`config.mk`:
```
export PLATFORM = sky130hd
export DESIGN_NAME = profile_table_key_to_index
export DESIGN_NICKNAME = d
export VERILOG_FILES = /design/src/ktoi_pkg.sv /design/src/profile_table_key_to_index.sv /design/src/ktoi_front.sv /design/src/ktoi_cell.sv /design/src/ktoi_back.sv
export SDC_FILE = /design/constraint.sdc
export NUM_CORES = 2
export LEC_CHECK = 0
export BUFFER_PORTS_ARGS = -buffer_cell sky130_fd_sc_hd__buf_4
export CAP_MARGIN = 20
export CORE_MARGIN = 2
export CORE_UTILIZATION = 25
export CTS_CLUSTER_DIAMETER = 200
export DETAILED_ROUTE_END_ITERATION = 8
export GPL_TIMING_DRIVEN = 0
export PLACE_DENSITY_LB_ADDON = 0.1
export SLEW_MARGIN = 20
export SYNTH_ARGS = -nofsm -noshare
export SYNTH_HDL_FRONTEND = slang
export SYNTH_SLANG_ARGS = --single-unit
```
`constraint.sdc`:
```
create_clock -name clk -period 9.6 [get_ports clk]
set_input_delay 2.4 -clock clk [delete_from_list [all_inputs] [get_ports clk]]
set_output_delay 2.4 -clock clk [all_outputs]
set_load 0.1 [all_outputs]
```
`src/ktoi_pkg.sv`:
```
// ktoi_pkg: shared types and constants for the profile table key-to-index unit
// depends on nothing; imported by every module of the block
package ktoi_pkg;

    localparam int CFG_IDX_W  = 3;
    localparam int CFG_DATA_W = 20;
    localparam int LIMIT_W    = 20;
    localparam int STEP_W     = 17;
    localparam int DIM_W      = 17;
    localparam int PROD_W     = 2 * DIM_W;
    localparam int IDX_W      = PROD_W + 1;
    localparam int OUT_IDX_W  = 16;

    typedef enum logic [1:0] {
        KIND_TOKEN   = 2'd0,
        KIND_BATCH   = 2'd1,
        KIND_DECODE  = 2'd2,
        KIND_PREFILL = 2'd3
    } kind_t;

    typedef enum logic [CFG_IDX_W-1:0] {
        REG_KIND        = 3'd0,
        REG_TOKEN_LIMIT = 3'd1,
        REG_BATCH_LIMIT = 3'd2,
        REG_CACHE_STEP  = 3'd3,
        REG_CHUNK_STEP  = 3'd4,
        REG_TABLE_ROWS  = 3'd5,
        REG_TABLE_COLS  = 3'd6,
        REG_ENTRY_COUNT = 3'd7
    } cfg_reg_t;

    localparam logic [LIMIT_W-1:0] TOKEN_LIMIT_RST = 20'd4096;
    localparam logic [LIMIT_W-1:0] BATCH_LIMIT_RST = 20'd128;
    localparam logic [STEP_W-1:0]  STEP_RST        = 17'd1;

    // key facts worked out at the front and carried along the divider chain
    typedef struct packed {
        logic b_ok;      // b within token limit
        logic a_lt_pg;   // a below one chunk step
        logic a_gt_max;  // a above the largest chunk
        logic a_in01;    // a within [1, limit] for the 1-D and decode kinds
    } side_t;

endpackage

```
`src/profile_table_key_to_index.sv`:
```
// profile_table_key_to_index: top level, configuration registers and divider chain
// depends on ktoi_pkg, ktoi_front, ktoi_cell, ktoi_back
//
//  channel   ports                                   timing
//  request   start, busy, key_a, key_b               taken when start && !busy
//  result    done, entry_index, index_valid, ...     one cycle, done strobe
//  config    cfg_write, cfg_index, cfg_data          written when cfg_write
//
// one request per cycle; results go through front, cells, s1, s2 and output registers
// the divider chain holds one cell per quotient bit of the key
// busy stays low; the pipeline never stalls and results cannot be held off
// reset clears the valid bits of every stage and loads the register defaults
module profile_table_key_to_index
    import ktoi_pkg::*;
#(
    parameter int KEY_BITS      = 20,
    parameter int TABLE_ENTRIES = 65536
)
(
    input  logic                  clk,
    input  logic                  rst_n,
    input  logic                  start,
    output logic                  busy,
    input  logic [KEY_BITS-1:0]   key_a,
    input  logic [KEY_BITS-1:0]   key_b,
    input  logic                  cfg_write,
    input  logic [CFG_IDX_W-1:0]  cfg_index,
    input  logic [CFG_DATA_W-1:0] cfg_data,
    output logic                  done,
    output logic [OUT_IDX_W-1:0]  entry_index,
    output logic                  index_valid,
    output logic                  key_clamped
);

    kind_t              kind_reg;
    logic [LIMIT_W-1:0] token_limit_reg;
    logic [LIMIT_W-1:0] batch_limit_reg;
    logic [STEP_W-1:0]  cache_step_reg;
    logic [STEP_W-1:0]  chunk_step_reg;
    logic [DIM_W-1:0]   table_rows_reg;
    logic [DIM_W-1:0]   table_cols_reg;
    logic [DIM_W-1:0]   entry_count_reg;

    logic [STEP_W-1:0]  cache_div;
    logic [STEP_W-1:0]  chunk_div;

    always_ff @(posedge clk or negedge rst_n)
    begin
        if (!rst_n)
        begin
            kind_reg        <= KIND_TOKEN;
            token_limit_reg <= TOKEN_LIMIT_RST;
            batch_limit_reg <= BATCH_LIMIT_RST;
            cache_step_reg  <= STEP_RST;
            chunk_step_reg  <= STEP_RST;
            table_rows_reg  <= '0;
            table_cols_reg  <= '0;
            entry_count_reg <= '0;
        end
        else if (cfg_write)
        begin
            case (cfg_reg_t'(cfg_index))
                REG_KIND:        kind_reg        <= kind_t'(cfg_data[1:0]);
                REG_TOKEN_LIMIT: token_limit_reg <= cfg_data[LIMIT_W-1:0];
                REG_BATCH_LIMIT: batch_limit_reg <= cfg_data[LIMIT_W-1:0];
                REG_CACHE_STEP:  cache_step_reg  <= cfg_data[STEP_W-1:0];
                REG_CHUNK_STEP:  chunk_step_reg  <= cfg_data[STEP_W-1:0];
                REG_TABLE_ROWS:  table_rows_reg  <= cfg_data[DIM_W-1:0];
                REG_TABLE_COLS:  table_cols_reg  <= cfg_data[DIM_W-1:0];
                REG_ENTRY_COUNT: entry_count_reg <= cfg_data[DIM_W-1:0];
                default:         kind_reg        <= kind_reg;
            endcase
        end
    end

    // a zero step acts as one
    assign cache_div = (cache_step_reg == '0) ? STEP_W'(1) : cache_step_reg;
    assign chunk_div = (chunk_step_reg == '0) ? STEP_W'(1) : chunk_step_reg;
    assign busy = 1'b0;

    logic                vld_c   [KEY_BITS+1];
    side_t               side_c  [KEY_BITS+1];
    logic [KEY_BITS-1:0] afix_c  [KEY_BITS+1];
    logic [KEY_BITS-1:0] num_a_c [KEY_BITS+1];
    logic [KEY_BITS-1:0] num_b_c [KEY_BITS+1];
    logic [STEP_W-1:0]   rem_a_c [KEY_BITS+1];
    logic [STEP_W-1:0]   rem_b_c [KEY_BITS+1];

    ktoi_front #(
        .KEY_BITS (KEY_BITS)
    ) u_front (
        .clk         (clk),
        .rst_n       (rst_n),
        .take        (start && !busy),
        .key_a       (key_a),
        .key_b       (key_b),
        .kind        (kind_reg),
        .token_limit (token_limit_reg),
        .batch_limit (batch_limit_reg),
        .chunk_div   (chunk_div),
        .table_cols  (table_cols_reg),
        .vld_reg     (vld_c[0]),
        .side_reg    (side_c[0]),
        .a_fix_reg   (afix_c[0]),
        .a_reg       (num_a_c[0]),
        .bc_reg      (num_b_c[0])
    );

    assign rem_a_c[0] = '0;
    assign rem_b_c[0] = '0;

    for (genvar i = 0; i < KEY_BITS; i++)
    begin : g_cell
        ktoi_cell #(
            .KEY_BITS (KEY_BITS)
        ) u_cell (
            .clk       (clk),
            .rst_n     (rst_n),
            .chunk_div (chunk_div),
            .cache_div (cache_div),
            .vld_in    (vld_c[i]),
            .side_in   (side_c[i]),
            .a_fix_in  (afix_c[i]),
            .num_a_in  (num_a_c[i]),
            .num_b_in  (num_b_c[i]),
            .rem_a_in  (rem_a_c[i]),
            .rem_b_in  (rem_b_c[i]),
            .vld_reg   (vld_c[i+1]),
            .side_reg  (side_c[i+1]),
            .a_fix_reg (afix_c[i+1]),
            .num_a_reg (num_a_c[i+1]),
            .num_b_reg (num_b_c[i+1]),
            .rem_a_reg (rem_a_c[i+1]),
            .rem_b_reg (rem_b_c[i+1])
        );
    end

    ktoi_back #(
        .KEY_BITS      (KEY_BITS),
        .TABLE_ENTRIES (TABLE_ENTRIES)
    ) u_back (
        .clk             (clk),
        .rst_n           (rst_n),
        .kind            (kind_reg),
        .table_rows      (table_rows_reg),
        .table_cols      (table_cols_reg),
        .entry_count     (entry_count_reg),
        .vld_in          (vld_c[KEY_BITS]),
        .side_in         (side_c[KEY_BITS]),
        .a_fix           (afix_c[KEY_BITS]),
        .quo_a           (num_a_c[KEY_BITS]),
        .quo_b           (num_b_c[KEY_BITS]),
        .rem_a           (rem_a_c[KEY_BITS]),
        .rem_b           (rem_b_c[KEY_BITS]),
        .done_reg        (done),
        .entry_index_reg (entry_index),
        .index_valid_reg (index_valid),
        .key_clamped_reg (key_clamped)
    );

endmodule

```
`src/ktoi_front.sv`:
```
// ktoi_front: input register stage, limit clamps and range flags
// depends on ktoi_pkg
module ktoi_front
    import ktoi_pkg::*;
#(
    parameter int KEY_BITS = 20
)
(
    input  logic                clk,
    input  logic                rst_n,
    input  logic                take,
    input  logic [KEY_BITS-1:0] key_a,
    input  logic [KEY_BITS-1:0] key_b,
    input  kind_t               kind,
    input  logic [LIMIT_W-1:0]  token_limit,
    input  logic [LIMIT_W-1:0]  batch_limit,
    input  logic [STEP_W-1:0]   chunk_div,
    input  logic [DIM_W-1:0]    table_cols,
    output logic                vld_reg,
    output side_t               side_reg,
    output logic [KEY_BITS-1:0] a_fix_reg,
    output logic [KEY_BITS-1:0] a_reg,
    output logic [KEY_BITS-1:0] bc_reg
);

    localparam int CW = (KEY_BITS > STEP_W) ? KEY_BITS : STEP_W;

    logic [KEY_BITS-1:0] tlim;
    logic [KEY_BITS-1:0] lim;
    logic [KEY_BITS-1:0] a_hi;
    logic [KEY_BITS-1:0] a_fix_next;
    logic [KEY_BITS-1:0] bc_next;
    logic [DIM_W-1:0]    cols1;
    logic [PROD_W-1:0]   chunk_top;
    side_t               side_next;

    always_comb
    begin
        tlim = KEY_BITS'(token_limit);
        lim  = (kind == KIND_TOKEN) ? tlim : KEY_BITS'(batch_limit);
        // clamp to [1, lim]; a zero limit still ends at one
        a_hi = (key_a > lim) ? lim : key_a;
        a_fix_next = (a_hi == '0) ? KEY_BITS'(1) : a_hi;
        bc_next = (key_b > tlim) ? tlim : key_b;
        cols1 = (table_cols == '0) ? DIM_W'(1) : table_cols;
        chunk_top = PROD_W'(chunk_div) * PROD_W'(cols1);
        side_next.b_ok     = (key_b <= tlim);
        side_next.a_lt_pg  = (CW'(key_a) < CW'(chunk_div));
        side_next.a_gt_max = (PROD_W'(key_a) > chunk_top);
        side_next.a_in01   = (key_a != '0) && (key_a <= lim);
    end

    always_ff @(posedge clk or negedge rst_n)
    begin
        if (!rst_n)
        begin
            vld_reg <= 1'b0;
        end
        else
        begin
            vld_reg <= take;
        end
    end

    always_ff @(posedge clk)
    begin
        side_reg  <= side_next;
        a_fix_reg <= a_fix_next;
        a_reg     <= key_a;
        bc_reg    <= bc_next;
    end

endmodule

```
`src/ktoi_cell.sv`:
```
// ktoi_cell: one quotient bit of the two restoring dividers, plus the key facts
// depends on ktoi_pkg
module ktoi_cell
    import ktoi_pkg::*;
#(
    parameter int KEY_BITS = 20
)
(
    input  logic                clk,
    input  logic                rst_n,
    input  logic [STEP_W-1:0]   chunk_div,
    input  logic [STEP_W-1:0]   cache_div,
    input  logic                vld_in,
    input  side_t               side_in,
    input  logic [KEY_BITS-1:0] a_fix_in,
    input  logic [KEY_BITS-1:0] num_a_in,
    input  logic [KEY_BITS-1:0] num_b_in,
    input  logic [STEP_W-1:0]   rem_a_in,
    input  logic [STEP_W-1:0]   rem_b_in,
    output logic                vld_reg,
    output side_t               side_reg,
    output logic [KEY_BITS-1:0] a_fix_reg,
    output logic [KEY_BITS-1:0] num_a_reg,
    output logic [KEY_BITS-1:0] num_b_reg,
    output logic [STEP_W-1:0]   rem_a_reg,
    output logic [STEP_W-1:0]   rem_b_reg
);

    logic [STEP_W:0]     sh_a;
    logic [STEP_W:0]     sh_b;
    logic                ge_a;
    logic                ge_b;
    logic [STEP_W-1:0]   rem_a_next;
    logic [STEP_W-1:0]   rem_b_next;
    logic [KEY_BITS-1:0] num_a_next;
    logic [KEY_BITS-1:0] num_b_next;

    // numerator bits leave at the top, quotient bits enter at the bottom
    always_comb
    begin
        sh_a = {rem_a_in, num_a_in[KEY_BITS-1]};
        sh_b = {rem_b_in, num_b_in[KEY_BITS-1]};
        ge_a = (sh_a >= {1'b0, chunk_div});
        ge_b = (sh_b >= {1'b0, cache_div});
        rem_a_next = ge_a ? STEP_W'(sh_a - {1'b0, chunk_div}) : sh_a[STEP_W-1:0];
        rem_b_next = ge_b ? STEP_W'(sh_b - {1'b0, cache_div}) : sh_b[STEP_W-1:0];
        num_a_next = {num_a_in[KEY_BITS-2:0], ge_a};
        num_b_next = {num_b_in[KEY_BITS-2:0], ge_b};
    end

    always_ff @(posedge clk or negedge rst_n)
    begin
        if (!rst_n)
        begin
            vld_reg <= 1'b0;
        end
        else
        begin
            vld_reg <= vld_in;
        end
    end

    always_ff @(posedge clk)
    begin
        side_reg  <= side_in;
        a_fix_reg <= a_fix_in;
        num_a_reg <= num_a_next;
        num_b_reg <= num_b_next;
        rem_a_reg <= rem_a_next;
        rem_b_reg <= rem_b_next;
    end

endmodule

```
`src/ktoi_back.sv`:
```
// ktoi_back: row/column selection, flat index multiply-add and range checks
// depends on ktoi_pkg
module ktoi_back
    import ktoi_pkg::*;
#(
    parameter int KEY_BITS      = 20,
    parameter int TABLE_ENTRIES = 65536
)
(
    input  logic                 clk,
    input  logic                 rst_n,
    input  kind_t                kind,
    input  logic [DIM_W-1:0]     table_rows,
    input  logic [DIM_W-1:0]     table_cols,
    input  logic [DIM_W-1:0]     entry_count,
    input  logic                 vld_in,
    input  side_t                side_in,
    input  logic [KEY_BITS-1:0]  a_fix,
    input  logic [KEY_BITS-1:0]  quo_a,
    input  logic [KEY_BITS-1:0]  quo_b,
    input  logic [STEP_W-1:0]    rem_a,
    input  logic [STEP_W-1:0]    rem_b,
    output logic                 done_reg,
    output logic [OUT_IDX_W-1:0] entry_index_reg,
    output logic                 index_valid_reg,
    output logic                 key_clamped_reg
);

    localparam int CW = (KEY_BITS > STEP_W) ? KEY_BITS : STEP_W;
    localparam logic [IDX_W-1:0] ENT_LIMIT = IDX_W'(TABLE_ENTRIES);

    logic              exact;
    logic [CW-1:0]     q_sel;
    logic [CW-1:0]     r_w;
    logic [CW-1:0]     c_w;
    logic [DIM_W-1:0]  m_w;
    logic [DIM_W-1:0]  cols1;
    logic              ok;
    logic              inrange;

    logic              s1_vld_reg;
    logic              s1_in_reg;
    logic              s1_exact_reg;
    logic [DIM_W-1:0]  s1_r_reg;
    logic [DIM_W-1:0]  s1_c_reg;
    logic [DIM_W-1:0]  s1_m_reg;

    logic              s2_vld_reg;
    logic              s2_in_reg;
    logic              s2_exact_reg;
    logic [PROD_W-1:0] s2_prod_reg;
    logic [DIM_W-1:0]  s2_c_reg;

    logic [IDX_W-1:0]  idx;
    logic              valid;

    always_comb
    begin
        cols1 = (table_cols == '0) ? DIM_W'(1) : table_cols;
        case (kind)
            KIND_TOKEN, KIND_BATCH: exact = side_in.a_in01;
            KIND_DECODE:  exact = side_in.a_in01 && side_in.b_ok && (rem_b == '0);
            KIND_PREFILL: exact = side_in.b_ok && (rem_b == '0) && !side_in.a_lt_pg
                                  && (rem_a == '0);
            default:      exact = 1'b0;
        endcase
        // chunk quotient after clamping to [step, step * cols] and flooring
        if (exact || (!side_in.a_lt_pg && !side_in.a_gt_max))
        begin
            q_sel = CW'(quo_a);
        end
        else if (side_in.a_lt_pg)
        begin
            q_sel = CW'(1);
        end
        else
        begin
            q_sel = CW'(cols1);
        end
        ok  = 1'b1;
        r_w = CW'(a_fix) - CW'(1);
        c_w = '0;
        m_w = DIM_W'(1);
        case (kind)
            KIND_DECODE:
            begin
                c_w = CW'(quo_b);
                m_w = table_cols;
            end
            KIND_PREFILL:
            begin
                ok  = (q_sel != '0);
                r_w = CW'(quo_b);
                c_w = q_sel - CW'(1);
                m_w = table_cols;
            end
            default:
            begin
                c_w = '0;
            end
        endcase
        inrange = ok && (r_w < CW'(table_rows)) && (c_w < CW'(m_w));
    end

    always_ff @(posedge clk or negedge rst_n)
    begin
        if (!rst_n)
        begin
            s1_vld_reg <= 1'b0;
            s2_vld_reg <= 1'b0;
            done_reg   <= 1'b0;
        end
        else
        begin
            s1_vld_reg <= vld_in;
            s2_vld_reg <= s1_vld_reg;
            done_reg   <= s2_vld_reg;
        end
    end

    always_comb
    begin
        idx   = IDX_W'(s2_prod_reg) + IDX_W'(s2_c_reg);
        valid = s2_in_reg && (idx < IDX_W'(entry_count)) && (idx < ENT_LIMIT);
    end

    always_ff @(posedge clk)
    begin
        s1_in_reg    <= inrange;
        s1_exact_reg <= exact;
        s1_r_reg     <= inrange ? r_w[DIM_W-1:0] : '0;
        s1_c_reg     <= inrange ? c_w[DIM_W-1:0] : '0;
        s1_m_reg     <= m_w;

        s2_in_reg    <= s1_in_reg;
        s2_exact_reg <= s1_exact_reg;
        s2_prod_reg  <= PROD_W'(s1_r_reg) * PROD_W'(s1_m_reg);
        s2_c_reg     <= s1_c_reg;

        entry_index_reg <= valid ? idx[OUT_IDX_W-1:0] : '0;
        index_valid_reg <= valid;
        key_clamped_reg <= !s2_exact_reg;
    end

endmodule

```
==> results.json <==
{
  "outcome": "completed",
  "r2r_cells": 31,
  "drive_gt1_frac": 0.104,
  "grt_pass1_wl_um": 499000,
  "instances_no_fill": 16900,
  "vias": 74800,
  "critPathMaxFanout": 18,
  "fin_skew_ns": 0.109,
  "wirelength_um": 334000,
  "synth.most_common_cell": "dfxtp_1",
  "ys_top_cells_by_count": "2148 x dfxtp_1, 1009 x ha_1, 971 x inv_1, 846 x nand2_1, 522 x nor2_1",
  "grt_pass1_vias": 78200,
  "synth_cell_type_count": 83,
  "multi_input_area_mm2": 0.0580,
  "area_delta_synth_final_pct": 16.6,
  "postRouteAntennaNets": 0,
  "ys_warn_count": 0,
  "holdPathStages": 0,
  "crit_cells": 31,
  "worstSetupPathType": "reg2reg",
  "period_share": 0.953,
  "preCtsSetupSlack_ns": -1.66,
  "rsz0062_at_grt": "false",
  "synthTopCellsByArea": "dfxtp_1 39%, ha_1 12%, fa_1 8.9%",
  "max_slew_margin": 0.209,
  "grt_use_met2": 0.249,
  "async_flop_share": 0.0657,
  "synthCells": 10600,
  "die-area_mm2": 0.442,
  "clk_latency_ns": 0.94,
  "seq_area_frac_synth": 0.428,
  "nets": 12500,
  "cp_slowest_stage_delay_ns": 0.69,
  "grt_antenna_before_repair": 35,
  "maxSlewViolCount": 0,
  "htreeDepth": 5,
  "drc": 0,
  "cp_top_family": "adder cells",
  "arrival_ns": 9.97,
  "hpwl_um": 261000,
  "ys_seq_elements": 2299,
  "maxCapViolCount": 0,
  "die_h_um": 665,
  "globalplace.congestion": 0.839,
  "holdBufCountCts": 0,
  "gr-total-overflow": 0,
  "end_kind": "flop",
  "cts_tree": "yes",
  "clkSinkCount": 2299,
  "netlist_area_mm2": 0.109,
  "hp-class": "reg2reg",
  "yosysTopAreaCellShare": 0.394,
  "period_needed_ns": 9.15,
  "routedWlPerCell_um": 19.7,
  "vias_per_cell": 4.42,
  "initial_core_util": 0.251,
  "setup_violations": 0,
  "core.rowCount": 242,
  "fmax_ghz": 0.109,
  "grt_usage": 0.148,
  "fin_ws_ns": 0.455,
  "dieWidth_um": 665,
  "grtUsageMet1": 0.199,
  "grt.busiest_layer": "met2",
  "syn_area_per_cell_um2": 10.3,
  "crit_path_start_kind": "flop",
  "slowest_stage": "dfrtp_1",
  "clkTransAtPathRegs_ns": 0.06,
  "clockRootBuffer": "clkbuf_16",
  "synth_top_area_cell": "dfxtp_1",
  "tightest_slew_ns": 1.19,
  "cts_buffers": 272,
  "num-fill-cells": 44900,
  "crit_required_ns": 10.42,
  "grt_use_met3": 0.0169,
  "place_inst": 16400,
  "crit_buf_inv": 5,
  "drt-initial-drc-count": 3748,
  "grt_max_degree": 69,
  "syn-num-nets": 12200,
  "portBuffers": 81,
  "ctsLongestPathBuffers": 4,
  "first_pass_iters": 6,
  "fp.coreArea_mm2": 0.435,
  "pin_count": 87,
  "synth_edf_count": 0,
  "seqCellArea_mm2": 0.0468,
  "finalHoldViolCount": 0,
  "synthFlopType": "dfxtp_1",
  "cp_common_cell": "fa_1"
}
[worst reg2reg max path, delay by kind of cell (launching register included)]
| kind | cells | cell delay [ns] |
|---|---|---|
| buf+inv | 5 | 0.62 |
| fa+ha+maj | 8 | 3.98 |
| xor+xnor | 1 | 0.16 |
| simple gates | 12 | 2.72 |
| flops | 1 | 0.69 |
| compound gates | 5 | 0.95 |
[kinds of logic after synthesis]
kind of cell    count (synthesis)  synth area share
simple gates                 2632             0.117
flops                        2299             0.428
compound gates               1784             0.103
fa+ha+maj                    1496             0.205
buf+inv                      1225            0.0423
xor+xnor                      582            0.0466
mux                           576            0.0580
other cells                     1         0.0000343
[layout make-up]
cell class                 count  share of cell area
timing repair buffer         122              0.0118
antenna                       13            0.000255
clock inverter               106              0.0116
inverter                     974              0.0288
sequential                  2299               0.367
buffer                       235             0.00731
multi-input combinational   7071               0.456
tap                         5734              0.0563
clock buffer                 371              0.0610
[final timing paths]
kind | start | to | slack, ns
setup reg to reg | chunk_step_reg[16]$_DFFE_PN0P_ | u_front.side_reg[1]$_DFF_P_ | 0.45
max in group asynchronous | rst_n | batch_limit_reg[7]$_DFFE_PN1P_ | 7.04
hold / removal | g_cell[11].u_cell.a_fix_reg[15]$_DFF_P_ | g_cell[12].u_cell.a_fix_reg[15]$_DFF_P_ | 0.26
hold reg to reg | g_cell[11].u_cell.a_fix_reg[15]$_DFF_P_ | g_cell[12].u_cell.a_fix_reg[15]$_DFF_P_ | 0.26
setup / recovery | chunk_step_reg[16]$_DFFE_PN0P_ | u_front.side_reg[1]$_DFF_P_ | 0.45
min in group asynchronous | rst_n | g_cell[3].u_cell.vld_reg$_DFF_PN0_ | 1.37
[cells in the final DEF (no fill, tap or decap), types with 24 or more instances in the layout]
cell       instances
clkbuf_8          40
nand2_1          845
a21boi_0          51
a31oi_1           41
buf_4             88
xnor2_1          370
clkbuf_16        282
a21oi_1          512
a21o_1           246
buf_1             24
nor2_1           522
nand2b_1          82
and3_1            45
a2111oi_0         31
nor3_1           210
clkbuf_1         251
fa_1             487
a211oi_1          24
inv_2             28
mux2i_1          118
a211o_1           46
nand4_1          155
mux2_2           458
ha_1            1009
or3_1             55
xor2_1           212
and2_1           282
o21ai_0          473
nor2b_1          143
o31ai_1           62
clkinv_2          34
or2_2             37
o21bai_1          41
o21a_1            74
nand3_1           97
inv_1            939
dfrtp_1          135
nor4_1            55
dfxtp_1         2148
[what timing repair did]
| action | in CTS | in global routing |
|---|---|---|
| resized for setup | 17 | 13 |
| pin swaps | 1 | 1 |
| setup buffers | 0 | 4 |
| setup endpoints to repair | 1 | 1 |
[through the flow]
stage / instance area, um2 / hold WS, ns / utilization / setup TNS (ns)
2_1_floorplan: 109000 / 0.310 / - / 0
5_1_grt: 127000 / 0.264 / 0.293 / 0
3_3_place_gp: 117000 / 0.310 / 0.269 / -3.39
4_1_cts: 127000 / 0.264 / 0.293 / 0
6_report: 127000 / 0.262 / 0.293 / 0
3_5_place_dp: 118000 / 0.312 / 0.271 / -1.66
[routing by layer]
layer	up-vias	wire (um)	share of wire
met1	36200	157000	0.47
li1	36900	-	-
met2	1194	156000	0.47
met5	-	53	0.00016
met3	475	11100	0.033
met4	8	9810	0.029
Power is left out: the tool's default activity adds up to more than one toggle a clock period on the data nets, which glitch-free logic cannot reach.
